<file path="src/lrs_pkg.sv">
// lrs_pkg: shared types and constants of the link roaming supervisor
// depends on nothing; used by every module in src

package lrs_pkg;

  localparam int unsigned SlotCount = 4;

  typedef enum logic [1:0] {
    ModeRecord  = 2'd0,
    ModeOutcome = 2'd1,
    ModeTick    = 2'd2,
    ModeLoss    = 2'd3
  } mode_e;

  typedef enum logic [1:0] {
    PhScan = 2'd0,
    PhConn = 2'd1,
    PhUp   = 2'd2,
    PhDeg  = 2'd3
  } phase_e;

  typedef enum logic [3:0] {
    ActNone       = 4'd0,
    ActWaitRescan = 4'd1,
    ActConnect    = 4'd2,
    ActRetry      = 4'd3,
    ActGiveUp     = 4'd4,
    ActUp         = 4'd5,
    ActRoamScan   = 4'd6,
    ActStay       = 4'd7,
    ActSwitch     = 4'd8,
    ActLost       = 4'd9
  } action_e;

  typedef enum logic [1:0] {
    CfgWarnLevel     = 2'd0,
    CfgCriticalLevel = 2'd1,
    CfgWeakConfirm   = 2'd2,
    CfgRetries       = 2'd3
  } cfg_idx_e;

  typedef struct packed {
    logic signed [7:0] warn_level;
    logic signed [7:0] critical_level;
    logic [7:0]        weak_confirm_count;
    logic [3:0]        retries_per_slot;
  } cfg_t;

  typedef struct packed {
    logic [1:0]        mode;
    logic              match_valid;
    logic [1:0]        slot_index;
    logic signed [7:0] signal_dbm;
    logic              last_record;
    logic              got_address;
    logic              sample_valid;
  } in_item_t;

  typedef struct packed {
    logic [1:0]  link_state;
    logic [3:0]  action;
    logic [1:0]  target_slot;
    logic        weak_flag;
    logic [3:0]  attempt_number;
    logic [31:0] switch_count;
    logic [31:0] reconnect_count;
  } out_item_t;

endpackage

</file>
<file path="src/link_roaming_supervisor_unit.sv">
// link_roaming_supervisor_unit: top level, input register, result register
// depends on lrs_pkg, lrs_cfg_regs, lrs_core
//
// channel   direction  handshake                 payload
// in        input      in_valid_i / in_ready_o   in_data_i (lrs_pkg::in_item_t)
// out       output     out_valid_o / out_ready_i out_data_o (lrs_pkg::out_item_t)
// cfg       input      cfg_we_i                  cfg_idx_i, cfg_wdata_i
//
// one transaction per cycle sustained while out_ready_i holds; from input acceptance to result valid
// the item passes the input register, then the state update into the result register
// reset clears the valid flags and the core state, config registers take their default values
// a stalled result holds the input register; in_ready_o stays high while the input
// register is empty or moves on

module link_roaming_supervisor_unit (
  input  logic                  clk_i,
  input  logic                  rst_ni,
  input  logic                  in_valid_i,
  output logic                  in_ready_o,
  input  lrs_pkg::in_item_t     in_data_i,
  output logic                  out_valid_o,
  input  logic                  out_ready_i,
  output lrs_pkg::out_item_t    out_data_o,
  input  logic                  cfg_we_i,
  input  logic [1:0]            cfg_idx_i,
  input  logic [7:0]            cfg_wdata_i
);

  logic               in_valid_q;
  lrs_pkg::in_item_t  in_data_q;
  logic               out_valid_q;
  lrs_pkg::out_item_t out_data_q;
  logic               advance;
  logic               step;
  lrs_pkg::cfg_t      cfg;
  lrs_pkg::out_item_t result;

  assign advance    = !out_valid_q || out_ready_i;
  assign step       = in_valid_q && advance;
  assign in_ready_o = !in_valid_q || advance;

  lrs_cfg_regs u_cfg (
    .clk_i       (clk_i),
    .rst_ni      (rst_ni),
    .cfg_we_i    (cfg_we_i),
    .cfg_idx_i   (cfg_idx_i),
    .cfg_wdata_i (cfg_wdata_i),
    .cfg_o       (cfg)
  );

  lrs_core u_core (
    .clk_i    (clk_i),
    .rst_ni   (rst_ni),
    .step_i   (step),
    .cfg_i    (cfg),
    .item_i   (in_data_q),
    .result_o (result)
  );

  always_ff @(posedge clk_i or negedge rst_ni) begin
    if (!rst_ni) begin
      in_valid_q  <= 1'b0;
      out_valid_q <= 1'b0;
    end else begin
      if (in_ready_o) begin
        in_valid_q <= in_valid_i;
      end
      if (step) begin
        out_valid_q <= 1'b1;
      end else if (out_ready_i) begin
        out_valid_q <= 1'b0;
      end
    end
  end

  always_ff @(posedge clk_i) begin
    if (in_valid_i && in_ready_o) begin
      in_data_q <= in_data_i;
    end
    if (step) begin
      out_data_q <= result;
    end
  end

  assign out_valid_o = out_valid_q;
  assign out_data_o  = out_data_q;

endmodule

</file>
<file path="src/lrs_cfg_regs.sv">
// lrs_cfg_regs: configuration register bank of the link roaming supervisor
// depends on lrs_pkg

module lrs_cfg_regs (
  input  logic                clk_i,
  input  logic                rst_ni,
  input  logic                cfg_we_i,
  input  logic [1:0]          cfg_idx_i,
  input  logic [7:0]          cfg_wdata_i,
  output lrs_pkg::cfg_t       cfg_o
);

  lrs_pkg::cfg_t cfg_q;
  lrs_pkg::cfg_t cfg_d;

  always_comb begin
    cfg_d = cfg_q;
    if (cfg_we_i) begin
      case (lrs_pkg::cfg_idx_e'(cfg_idx_i))
        lrs_pkg::CfgWarnLevel:     cfg_d.warn_level         = cfg_wdata_i;
        lrs_pkg::CfgCriticalLevel: cfg_d.critical_level     = cfg_wdata_i;
        lrs_pkg::CfgWeakConfirm:   cfg_d.weak_confirm_count = cfg_wdata_i;
        lrs_pkg::CfgRetries:       cfg_d.retries_per_slot   = cfg_wdata_i[3:0];
        default: cfg_d = cfg_q;
      endcase
    end
  end

  always_ff @(posedge clk_i or negedge rst_ni) begin
    if (!rst_ni) begin
      cfg_q.warn_level         <= -8'sd70;
      cfg_q.critical_level     <= -8'sd80;
      cfg_q.weak_confirm_count <= 8'd3;
      cfg_q.retries_per_slot   <= 4'd3;
    end else begin
      cfg_q <= cfg_d;
    end
  end

  assign cfg_o = cfg_q;

endmodule

</file>
<file path="src/lrs_core.sv">
// lrs_core: supervisor state and the per-event update logic
// depends on lrs_pkg

module lrs_core (
  input  logic                  clk_i,
  input  logic                  rst_ni,
  input  logic                  step_i,
  input  lrs_pkg::cfg_t         cfg_i,
  input  lrs_pkg::in_item_t     item_i,
  output lrs_pkg::out_item_t    result_o
);

  lrs_pkg::phase_e   phase_q, phase_d;
  logic              roam_q, roam_d;
  logic              loss_q, loss_d;
  logic [1:0]        cur_slot_q, cur_slot_d;
  logic              best_found_q, best_found_d;
  logic signed [7:0] best_sig_q, best_sig_d;
  logic [1:0]        best_slot_q, best_slot_d;
  logic [3:0]        attempt_q, attempt_d;
  logic [7:0]        streak_q, streak_d;
  logic              weak_q, weak_d;
  logic [31:0]       switches_q, switches_d;
  logic [31:0]       reconnects_q, reconnects_d;
  lrs_pkg::action_e  action;

  logic              slot_ok;
  logic              hit;
  logic              better;
  logic [3:0]        limit;
  logic signed [7:0] sig;

  always_comb begin
    sig     = $signed(item_i.signal_dbm);
    slot_ok = {3'b000, item_i.slot_index} < 5'(lrs_pkg::SlotCount);
    hit     = item_i.match_valid && slot_ok;
    better  = !best_found_q || (sig > best_sig_q) ||
              ((sig == best_sig_q) && (item_i.slot_index < best_slot_q));
    limit   = (cfg_i.retries_per_slot == 4'd0) ? 4'd1 : cfg_i.retries_per_slot;

    phase_d      = phase_q;
    roam_d       = roam_q;
    loss_d       = loss_q;
    cur_slot_d   = cur_slot_q;
    best_found_d = best_found_q;
    best_sig_d   = best_sig_q;
    best_slot_d  = best_slot_q;
    attempt_d    = attempt_q;
    streak_d     = streak_q;
    weak_d       = weak_q;
    switches_d   = switches_q;
    reconnects_d = reconnects_q;
    action       = lrs_pkg::ActNone;

    case (lrs_pkg::mode_e'(item_i.mode))
      lrs_pkg::ModeRecord: begin
        if (phase_q == lrs_pkg::PhScan) begin
          if (hit && better) begin
            best_found_d = 1'b1;
            best_sig_d   = sig;
            best_slot_d  = item_i.slot_index;
          end
          if (item_i.last_record) begin
            if (roam_q) begin
              if (best_found_d && (best_slot_d != cur_slot_q)) begin
                switches_d = switches_q + 32'd1;
                cur_slot_d = best_slot_d;
                phase_d    = lrs_pkg::PhScan;
                roam_d     = 1'b0;
                loss_d     = 1'b0;
                weak_d     = 1'b0;
                action     = lrs_pkg::ActSwitch;
              end else if (loss_q) begin
                phase_d = lrs_pkg::PhScan;
                roam_d  = 1'b0;
                loss_d  = 1'b0;
                weak_d  = 1'b0;
                action  = lrs_pkg::ActLost;
              end else begin
                roam_d  = 1'b0;
                phase_d = lrs_pkg::PhDeg;
                action  = lrs_pkg::ActStay;
              end
            end else if (!best_found_d) begin
              action = lrs_pkg::ActWaitRescan;
            end else begin
              cur_slot_d   = best_slot_d;
              phase_d      = lrs_pkg::PhConn;
              attempt_d    = 4'd1;
              reconnects_d = reconnects_q + 32'd1;
              weak_d       = 1'b0;
              action       = lrs_pkg::ActConnect;
            end
            best_found_d = 1'b0;
            best_sig_d   = -8'sd128;
            best_slot_d  = 2'd0;
          end
        end
      end
      lrs_pkg::ModeOutcome: begin
        if (phase_q == lrs_pkg::PhConn) begin
          if (item_i.got_address) begin
            phase_d  = lrs_pkg::PhUp;
            streak_d = 8'd0;
            weak_d   = 1'b0;
            action   = lrs_pkg::ActUp;
          end else if (attempt_q < limit) begin
            attempt_d = attempt_q + 4'd1;
            action    = lrs_pkg::ActRetry;
          end else begin
            phase_d      = lrs_pkg::PhScan;
            roam_d       = 1'b0;
            loss_d       = 1'b0;
            weak_d       = 1'b0;
            best_found_d = 1'b0;
            best_sig_d   = -8'sd128;
            best_slot_d  = 2'd0;
            action       = lrs_pkg::ActGiveUp;
          end
        end
      end
      lrs_pkg::ModeTick: begin
        if (((phase_q == lrs_pkg::PhUp) || (phase_q == lrs_pkg::PhDeg)) && !roam_q &&
            item_i.sample_valid) begin
          if (!(sig < cfg_i.warn_level)) begin
            weak_d   = 1'b0;
            streak_d = 8'd0;
            phase_d  = lrs_pkg::PhUp;
          end else begin
            weak_d   = 1'b1;
            streak_d = (streak_q == 8'hff) ? streak_q : streak_q + 8'd1;
            phase_d  = lrs_pkg::PhDeg;
            if ((sig < cfg_i.critical_level) || (streak_d >= cfg_i.weak_confirm_count)) begin
              streak_d     = 8'd0;
              roam_d       = 1'b1;
              loss_d       = 1'b0;
              phase_d      = lrs_pkg::PhScan;
              best_found_d = 1'b0;
              best_sig_d   = -8'sd128;
              best_slot_d  = 2'd0;
              action       = lrs_pkg::ActRoamScan;
            end
          end
        end
      end
      lrs_pkg::ModeLoss: begin
        if (roam_q) begin
          loss_d = 1'b1;
        end else if ((phase_q == lrs_pkg::PhUp) || (phase_q == lrs_pkg::PhDeg)) begin
          phase_d      = lrs_pkg::PhScan;
          roam_d       = 1'b0;
          loss_d       = 1'b0;
          weak_d       = 1'b0;
          best_found_d = 1'b0;
          best_sig_d   = -8'sd128;
          best_slot_d  = 2'd0;
          action       = lrs_pkg::ActLost;
        end
      end
      default: action = lrs_pkg::ActNone;
    endcase
  end

  always_ff @(posedge clk_i or negedge rst_ni) begin
    if (!rst_ni) begin
      phase_q      <= lrs_pkg::PhScan;
      roam_q       <= 1'b0;
      loss_q       <= 1'b0;
      cur_slot_q   <= 2'd0;
      best_found_q <= 1'b0;
      best_sig_q   <= -8'sd128;
      best_slot_q  <= 2'd0;
      attempt_q    <= 4'd0;
      streak_q     <= 8'd0;
      weak_q       <= 1'b0;
      switches_q   <= 32'd0;
      reconnects_q <= 32'd0;
    end else if (step_i) begin
      phase_q      <= phase_d;
      roam_q       <= roam_d;
      loss_q       <= loss_d;
      cur_slot_q   <= cur_slot_d;
      best_found_q <= best_found_d;
      best_sig_q   <= best_sig_d;
      best_slot_q  <= best_slot_d;
      attempt_q    <= attempt_d;
      streak_q     <= streak_d;
      weak_q       <= weak_d;
      switches_q   <= switches_d;
      reconnects_q <= reconnects_d;
    end
  end

  assign result_o.link_state      = phase_d;
  assign result_o.action          = action;
  assign result_o.target_slot     = cur_slot_d;
  assign result_o.weak_flag       = weak_d;
  assign result_o.attempt_number  = attempt_d;
  assign result_o.switch_count    = switches_d;
  assign result_o.reconnect_count = reconnects_d;

endmodule
</file>
<file path="config.mk">
export PLATFORM = sky130hd
export DESIGN_NAME = link_roaming_supervisor_unit
export DESIGN_NICKNAME = d
export VERILOG_FILES = /design/src/lrs_pkg.sv /design/src/link_roaming_supervisor_unit.sv /design/src/lrs_cfg_regs.sv /design/src/lrs_core.sv
export SDC_FILE = /design/constraint.sdc
export NUM_CORES = 1
export LEC_CHECK = 0
export BUFFER_PORTS_ARGS = -buffer_cell sky130_fd_sc_hd__buf_2
export CORE_MARGIN = 2
export CORE_UTILIZATION = 54
export DETAILED_ROUTE_END_ITERATION = 7
export GPL_TIMING_DRIVEN = 0
export PLACE_DENSITY = 0.79
export SLEW_MARGIN = 20
export SYNTH_ARGS = -nofsm -noshare
export SYNTH_HDL_FRONTEND = slang
export SYNTH_SLANG_ARGS = --single-unit
</file>
<file path="constraint.sdc">
create_clock -name clk_i -period 4.25 [get_ports clk_i]
set_input_delay 0.425 -clock clk_i [delete_from_list [all_inputs] [get_ports clk_i]]
set_output_delay 0.425 -clock clk_i [all_outputs]
set_load 0.01 [all_outputs]
</file>
==> results of run 1 <==
routing by layer:
layer  vias to the layer above  track usage, %  part of all wire (%)  wire [µm]
met5                         -               0                     0          0
met4                         0           6.176                   2.2        493
met3                        36           4.263                   6.9       1572
met2                       277           36.16                    47      10740
met1                      3674           30.71                    44      10060
li1                       3710               -                     -          -
worst min-delay path by stage:
| stage | start | end | slack, ns | cells past startpoint |
|---|---|---|---|---|
| 4_1_cts | in_data_i[11] | in_data_q[11] | 0.08 | 1 |
| 5_1_grt | in_data_i[11] | in_data_q[11] | 0.07 | 1 |
| 2_1_floorplan | rst_ni | in_valid_q | 0.13 | 0 |
| 6_report | in_data_i[11] | in_data_q[11] | 0.08 | 1 |
| 3_3_place_gp | in_valid_q | out_valid_o | 0.46 | 1 |
| 3_5_place_dp | rst_ni | u_core.switches_q[0] | 0.35 | 1 |
final cells by class:
| cell class | instances | share of cell area (%) |
|---|---|---|
| Buffer | 35 | 1.326 |
| Tap cell | 265 | 2.643 |
| Timing Repair Buffer | 113 | 5.106 |
| Multi-Input combinational cell | 671 | 36.44 |
| Clock inverter | 12 | 1.127 |
| Sequential cell | 217 | 47.12 |
| Inverter | 44 | 1.316 |
| Clock buffer | 29 | 4.926 |
layout by cell type (no fill, tap or decap), types with 28 or more instances in the layout:
master and n:
xnor2_1 78, o21ai_0 29, nor2_1 62, buf_2 112, inv_1 44, ha_1 38
nand3_1 51, nand2_1 95, edfxtp_1 93, xor2_1 51, mux2_2 28, nand4_1 31
dfrtp_1 111
power by group through the flow:
stage / Combinational [mW] / Sequential [mW] / Clock, mW
finish: 0.858 / 2.55 / 2.02
global route: 0.966 / 2.57 / 2.14
CTS: 0.858 / 2.55 / 2.05
detailed placement: 0.853 / 2.59 / 0
global placement: 0.803 / 2.59 / 0
floorplan: 0.540 / 2.58 / 0
cell families (layout without fill, tap and decap cells):
logic type,after synthesis,in the layout,share of synthesized area (%)
AO/OA/AOI/OAI,106,106,6.618
buffers and inverters,79,233,3.054
flip-flops,217,217,54.67
XOR/XNOR,129,129,10.45
adder cells (fa/ha/maj),38,38,4.397
AND/OR/NAND/NOR,362,362,17.16
multiplexers,36,36,3.656
stage by stage:
stage	instances	area [µm²]	hold slack, ns	power, mW	setup slack (ns)
detailed placement	1344	11780	0.3478	3.439	0.4120
global placement	1341	11690	0.4648	3.392	-1.390
CTS	1386	12550	0.07574	5.459	0.4027
global route	1386	12550	0.07076	5.680	0.03978
finish	1386	12550	0.08318	5.428	0.3120
floorplan	967	10810	0.1294	3.124	0.3075
sequential cells by signal (all words and copies together) (netlist names), 4 cells and up:
| signal | count |
|---|---|
| u_core.attempt_q | 4 |
| u_core.streak_q | 8 |
| in_data_q | 16 |
| out_data_o | 77 |
| u_core.switches_q | 32 |
| u_cfg.cfg_o | 28 |
| u_core.reconnects_q | 32 |
| u_core.best_sig_q | 8 |
timing repair:
action,in CTS,in global routing
hold endpoints to repair,44,0
gates resized for setup,0,0
hold buffers,1,0
critical path: stages, from the launching register on:
cell and delay (ns):
edfxtp_1 0.40, inv_1 0.06, ha_1 0.30, nand2b_1 0.14, a2111oi_0 0.62, o31ai_1 0.22
a22oi_1 0.26, nor2_1 0.14, a21oi_1 0.71, clkbuf_1 0.45, nand4_1 0.18, xnor2_1 0.19
==> metrics, run 1 <==
Max rail drop VDD ~0.32 mV; switching power 1.457 mW; vias in the first global route between 7000 and 8000; EDFF count, synth between 90 and 100; # clock sinks between 200 and 250; cells after synthesis about 970; cell count of the worst reg-to-reg path 11; syn avg cell area approximately 11 µm²; flop and latch count out of synthesis ~220; CTS Buf Count 23; largest net degree at the start of global routing 81; RSZ-0062 raised after global routing no; register area share after synthesis between 50% and 60%; grt total ovfl 0; Syn. warnings 0; clock share of power between 30% and 40%; via count 7697; Worst EP arrival between 4 and 5 ns; Worst-Skew Late Latency about 0.52 ns; Die X between 100 and 150 µm; post-layout min period 3.938 ns; H-Tree Depth 1; clock transition at the registers of the reported paths roughly 0.06 ns; Synth area leaders edfxtp_1 (26%), dfrtp_1 (26%), xnor2_1 (6.3%); Site Rows just over 50; nets 1174; Fmax achieved approximately 0.25 GHz; Routability Congestion around 0.86; Worst Hold Class input port to flip-flop; Layout fillers 1558; Setup Buffers After CTS 0; HPWL Detailed ~16000 µm; average wire per standard cell between 15 and 20 µm; area growth from synthesis to layout 16.02%; capture point of the worst path out_data_o[52]; Slew HR between 20% and 30%; Mapped Area approximately 11000 µm²; Synth cell types 62; vias per inst between 5 and 6; I/O Buffers between 100 and 150; Crit path required time about 4.5 ns; Worst R2R End out_data_o[52]; WL final approximately 23000 µm; footprint of the multi-input gates ~4600 µm²; synth cell count leaders dfrtp_1 (111), nand2_1 (95), edfxtp_1 (93); MaxCap Viol Count 0; CTS Root Cell clkbuf_16; layout cells sized above 1 18.64%; Synth async-reset ratio a little under three fifths; switching power share of the total 26.85%; DIE HEIGHT about 150 µm; DRC 0; top_reg_cell synth dfrtp_1; Die Footprint between 20000 and 25000 µm²; RR Startpoint in_data_q[3]; status complete, no violations; core area between 15000 and 20000 µm²; most frequent cell after synthesis dfrtp_1; first-pass GRT wire length about 38000 µm; antenna diode count 0; reg2reg setup slack 0.31 ns; final hold viol count 0; initial antenna violation count 0; Gate power share roughly 16%; Clock Tree Buf Depth 3; Fin Setup TNS 0 ns; # IOs 110; P_int ~4.0 mW; Tot GR Track Use between 20 and 25%; post-synth top area cell edfxtp_1; Power per Cell Area roughly 430 nW/µm²; Lkg Pwr ~5.6 nW; Setup Viol. Count Final 0; Synth top area share approximately a quarter; Final Util 64.26%; Setup Skew approximately 0.021 ns; register area 5912 µm²; CP Max Fanout 10; DRT iter0 DRCs ~670; Seq pwr share 47.0%; CP startpoint in_data_q[3]; Worst-Margin Slew 1.098 ns; CP endpoint kind flip-flop; Antenna Nets Post-Route 0; final period utilization between 90 and 100%; crit path kind flip-flop to flip-flop; crit start category flip-flop; Starting Density 55.38%; TritonCTS clock tree built; Final Max Slew Viols 0; TritonRoute pass-1 iters 5; syn nets just over 1000
Power figures use the tool's default switching activity.
==> run 2, diff against run 1 <==
- CORE_ASPECT_RATIO: default -> 0.6
==> run 2 against run 1 <==
Compared with the run above:
- sequential share of layout area shrank 0.16 points
- worst hold slack gained 0.012 ns
- clock power grew 5%
- setup slack gained 0.035 ns
- total power grew 2.1%
- clock skew shrank 0.014 ns
- die area grew 0.17%
- critical path depth is the same
- final cell count grew 0.51%
- sequential power is essentially flat
- critical endpoint is now out_data_o[45]
- largest cell class unchanged
==> metrics, run 2 (synthesis results as in run 1) <==
first-pass GRT wire length approximately 38000 µm; worst hold endpoint in_data_q[1]; I/O Buffers around 110; Slew HR roughly a third; TritonCTS clock tree built; Worst R2R End out_data_o[45]; Fin Hold WS 0.09546 ns; met3 GRT Util under 10%; Die X 186.7 µm; CP endpoint kind flip-flop; Fin Setup TNS 0 ns; DRC 0; cell count of the worst reg-to-reg path 11; Antenna Nets Post-Route 0; Routability Congestion ~0.9; initial antenna violation count 0; vias per inst 5.559; Final Util approximately 64%; Clock Tree Buf Depth 3; DP Worst Slack 0.4730 ns; nets about 1200; Starting Density 54.56%; Fmax achieved 0.2562 GHz; reg2reg setup slack around 0.35 ns; RR Startpoint in_data_q[3]; # clock sinks between 200 and 250; crit path kind flip-flop to flip-flop; CP Max Fanout 10; Worst Hold Class input port to flip-flop; WL final around 24000 µm; layout cells sized above 1 18.75%; DIE HEIGHT ~110 µm; Worst-Skew Late Latency 0.50 ns; antenna diode count 0; Tot GR Track Use a little under a quarter; RSZ-0062 raised after global routing no; Final Max Slew Viols 0; clock transition at the registers of the reported paths around 0.060 ns; commonest non-fill, non-tap cells in the layout buf_2 (112), dfrtp_1 (111), nand2_1 (95); via count 7743; Site Rows 40; gr busiest metal met1; met2 usage between 30% and 40%; Seq pwr share 46.0%; post-CTS sizing 0; H-Tree Depth 1; HPWL Detailed ~17000 µm; switching power share of the total 26.63%; clock share of power 38.2%; # IOs 110; Worst EP arrival ~4.1 ns; post-route cell area ~13000 µm²; final period utilization between 90% and 100%; vias in the first global route around 7200; setup ws final around 0.35 ns; post-layout min period ~3.9 ns; core area a little under 20000 µm²; Setup Viol. Count Final 0; min-delay src in_data_i[1]; Crit path required time around 4.5 ns; status complete, no violations; Lkg Pwr 5.598 nW; area growth from synthesis to layout 16.42%; Gate power share roughly 16%; switching power approximately 1.5 mW; P_int roughly 4.1 mW; crit start category flip-flop; DP Area between 10000 and 15000 µm²; TritonRoute pass-1 iters 5; CTS Buf Count 22; Setup Skew between 0.007 and 0.008 ns; Hold Path Depth 1; Max rail drop VDD ~0.31 mV; average wire per standard cell about 17 µm; grt total ovfl 0; MaxCap Viol Count 0; largest net degree at the start of global routing between 90 and 100; commonest non-fill, non-tap cell in the layout buf_2; final hold viol count 0; met1 GRT Util between 30% and 40%; DRT iter0 DRCs ~660; max reg flops slightly below 80; Die Footprint roughly 21000 µm²; CTS Root Cell clkbuf_16; Power per Cell Area around 440 nW/µm²; Worst-Margin Slew about 1 ns
-- run 2: worst max-delay path: stages, from the launching register on --
cell and delay, ns:
edfxtp_1 0.45, inv_1 0.07, ha_1 0.30, nand2b_1 0.14
a2111oi_0 0.59, o31ai_1 0.20, a22oi_1 0.29, nor2_1 0.15
a21oi_1 0.61, clkbuf_1 0.44, nand4_1 0.18, xnor2_1 0.20
-- run 2: power by group through the flow --
stage / logic, mW / clock network (mW) / registers, mW
final: 0.875 / 2.12 / 2.55
after global routing: 0.974 / 2.23 / 2.57
after floorplan: 0.540 / 0 / 2.58
after detailed placement: 0.854 / 0 / 2.58
after global placement: 0.815 / 0 / 2.59
after CTS: 0.866 / 2.15 / 2.55
-- run 2: repair_timing --
item,4_1_cts,5_1_grt
setup buffers,0,0
endpoints found under the hold margin,21,0
hold buffers,1,0
-- run 2: through the flow --
stage	power (mW)	cells
2_1_floorplan	3.124	967
3_5_place_dp	3.437	1352
6_report	5.541	1393
5_1_grt	5.777	1393
3_3_place_gp	3.403	1349
4_1_cts	5.557	1393
-- run 2: worst max path at each step --
stage / from / endpoint / slack, ns / cells past startpoint
2_1_floorplan: out_ready_i / u_core.reconnects_q[16] / 0.31 / 7
3_3_place_gp: out_ready_i / u_core.reconnects_q[21] / -1.45 / 8
3_5_place_dp: in_data_q[3] / out_data_o[60] / 0.47 / 11
4_1_cts: in_data_q[3] / out_data_o[60] / 0.46 / 11
5_1_grt: in_data_q[3] / out_data_o[41] / 0.09 / 11
6_report: in_data_q[3] / out_data_o[45] / 0.35 / 11
-- run 2: cell type report --
class	count	area, µm²
Tap cell	273	341.6
Inverter	44	165.2
Sequential cell	217	5912
Fill cell	1523	7229
Buffer	35	166.4
Multi-Input combinational cell	671	4572
Timing Repair Buffer	113	633.1
Clock buffer	25	593.1
Clock inverter	15	206.4
-- run 2: metal layers --
layer / vias to the layer above / routed length, µm / part of all wire (%)
li1: 3706 / - / -
met1: 3731 / 11860 / 50
met2: 280 / 9708 / 41
met3: 26 / 1837 / 7.7
met4: 0 / 307 / 1.3
met5: - / 0 / 0
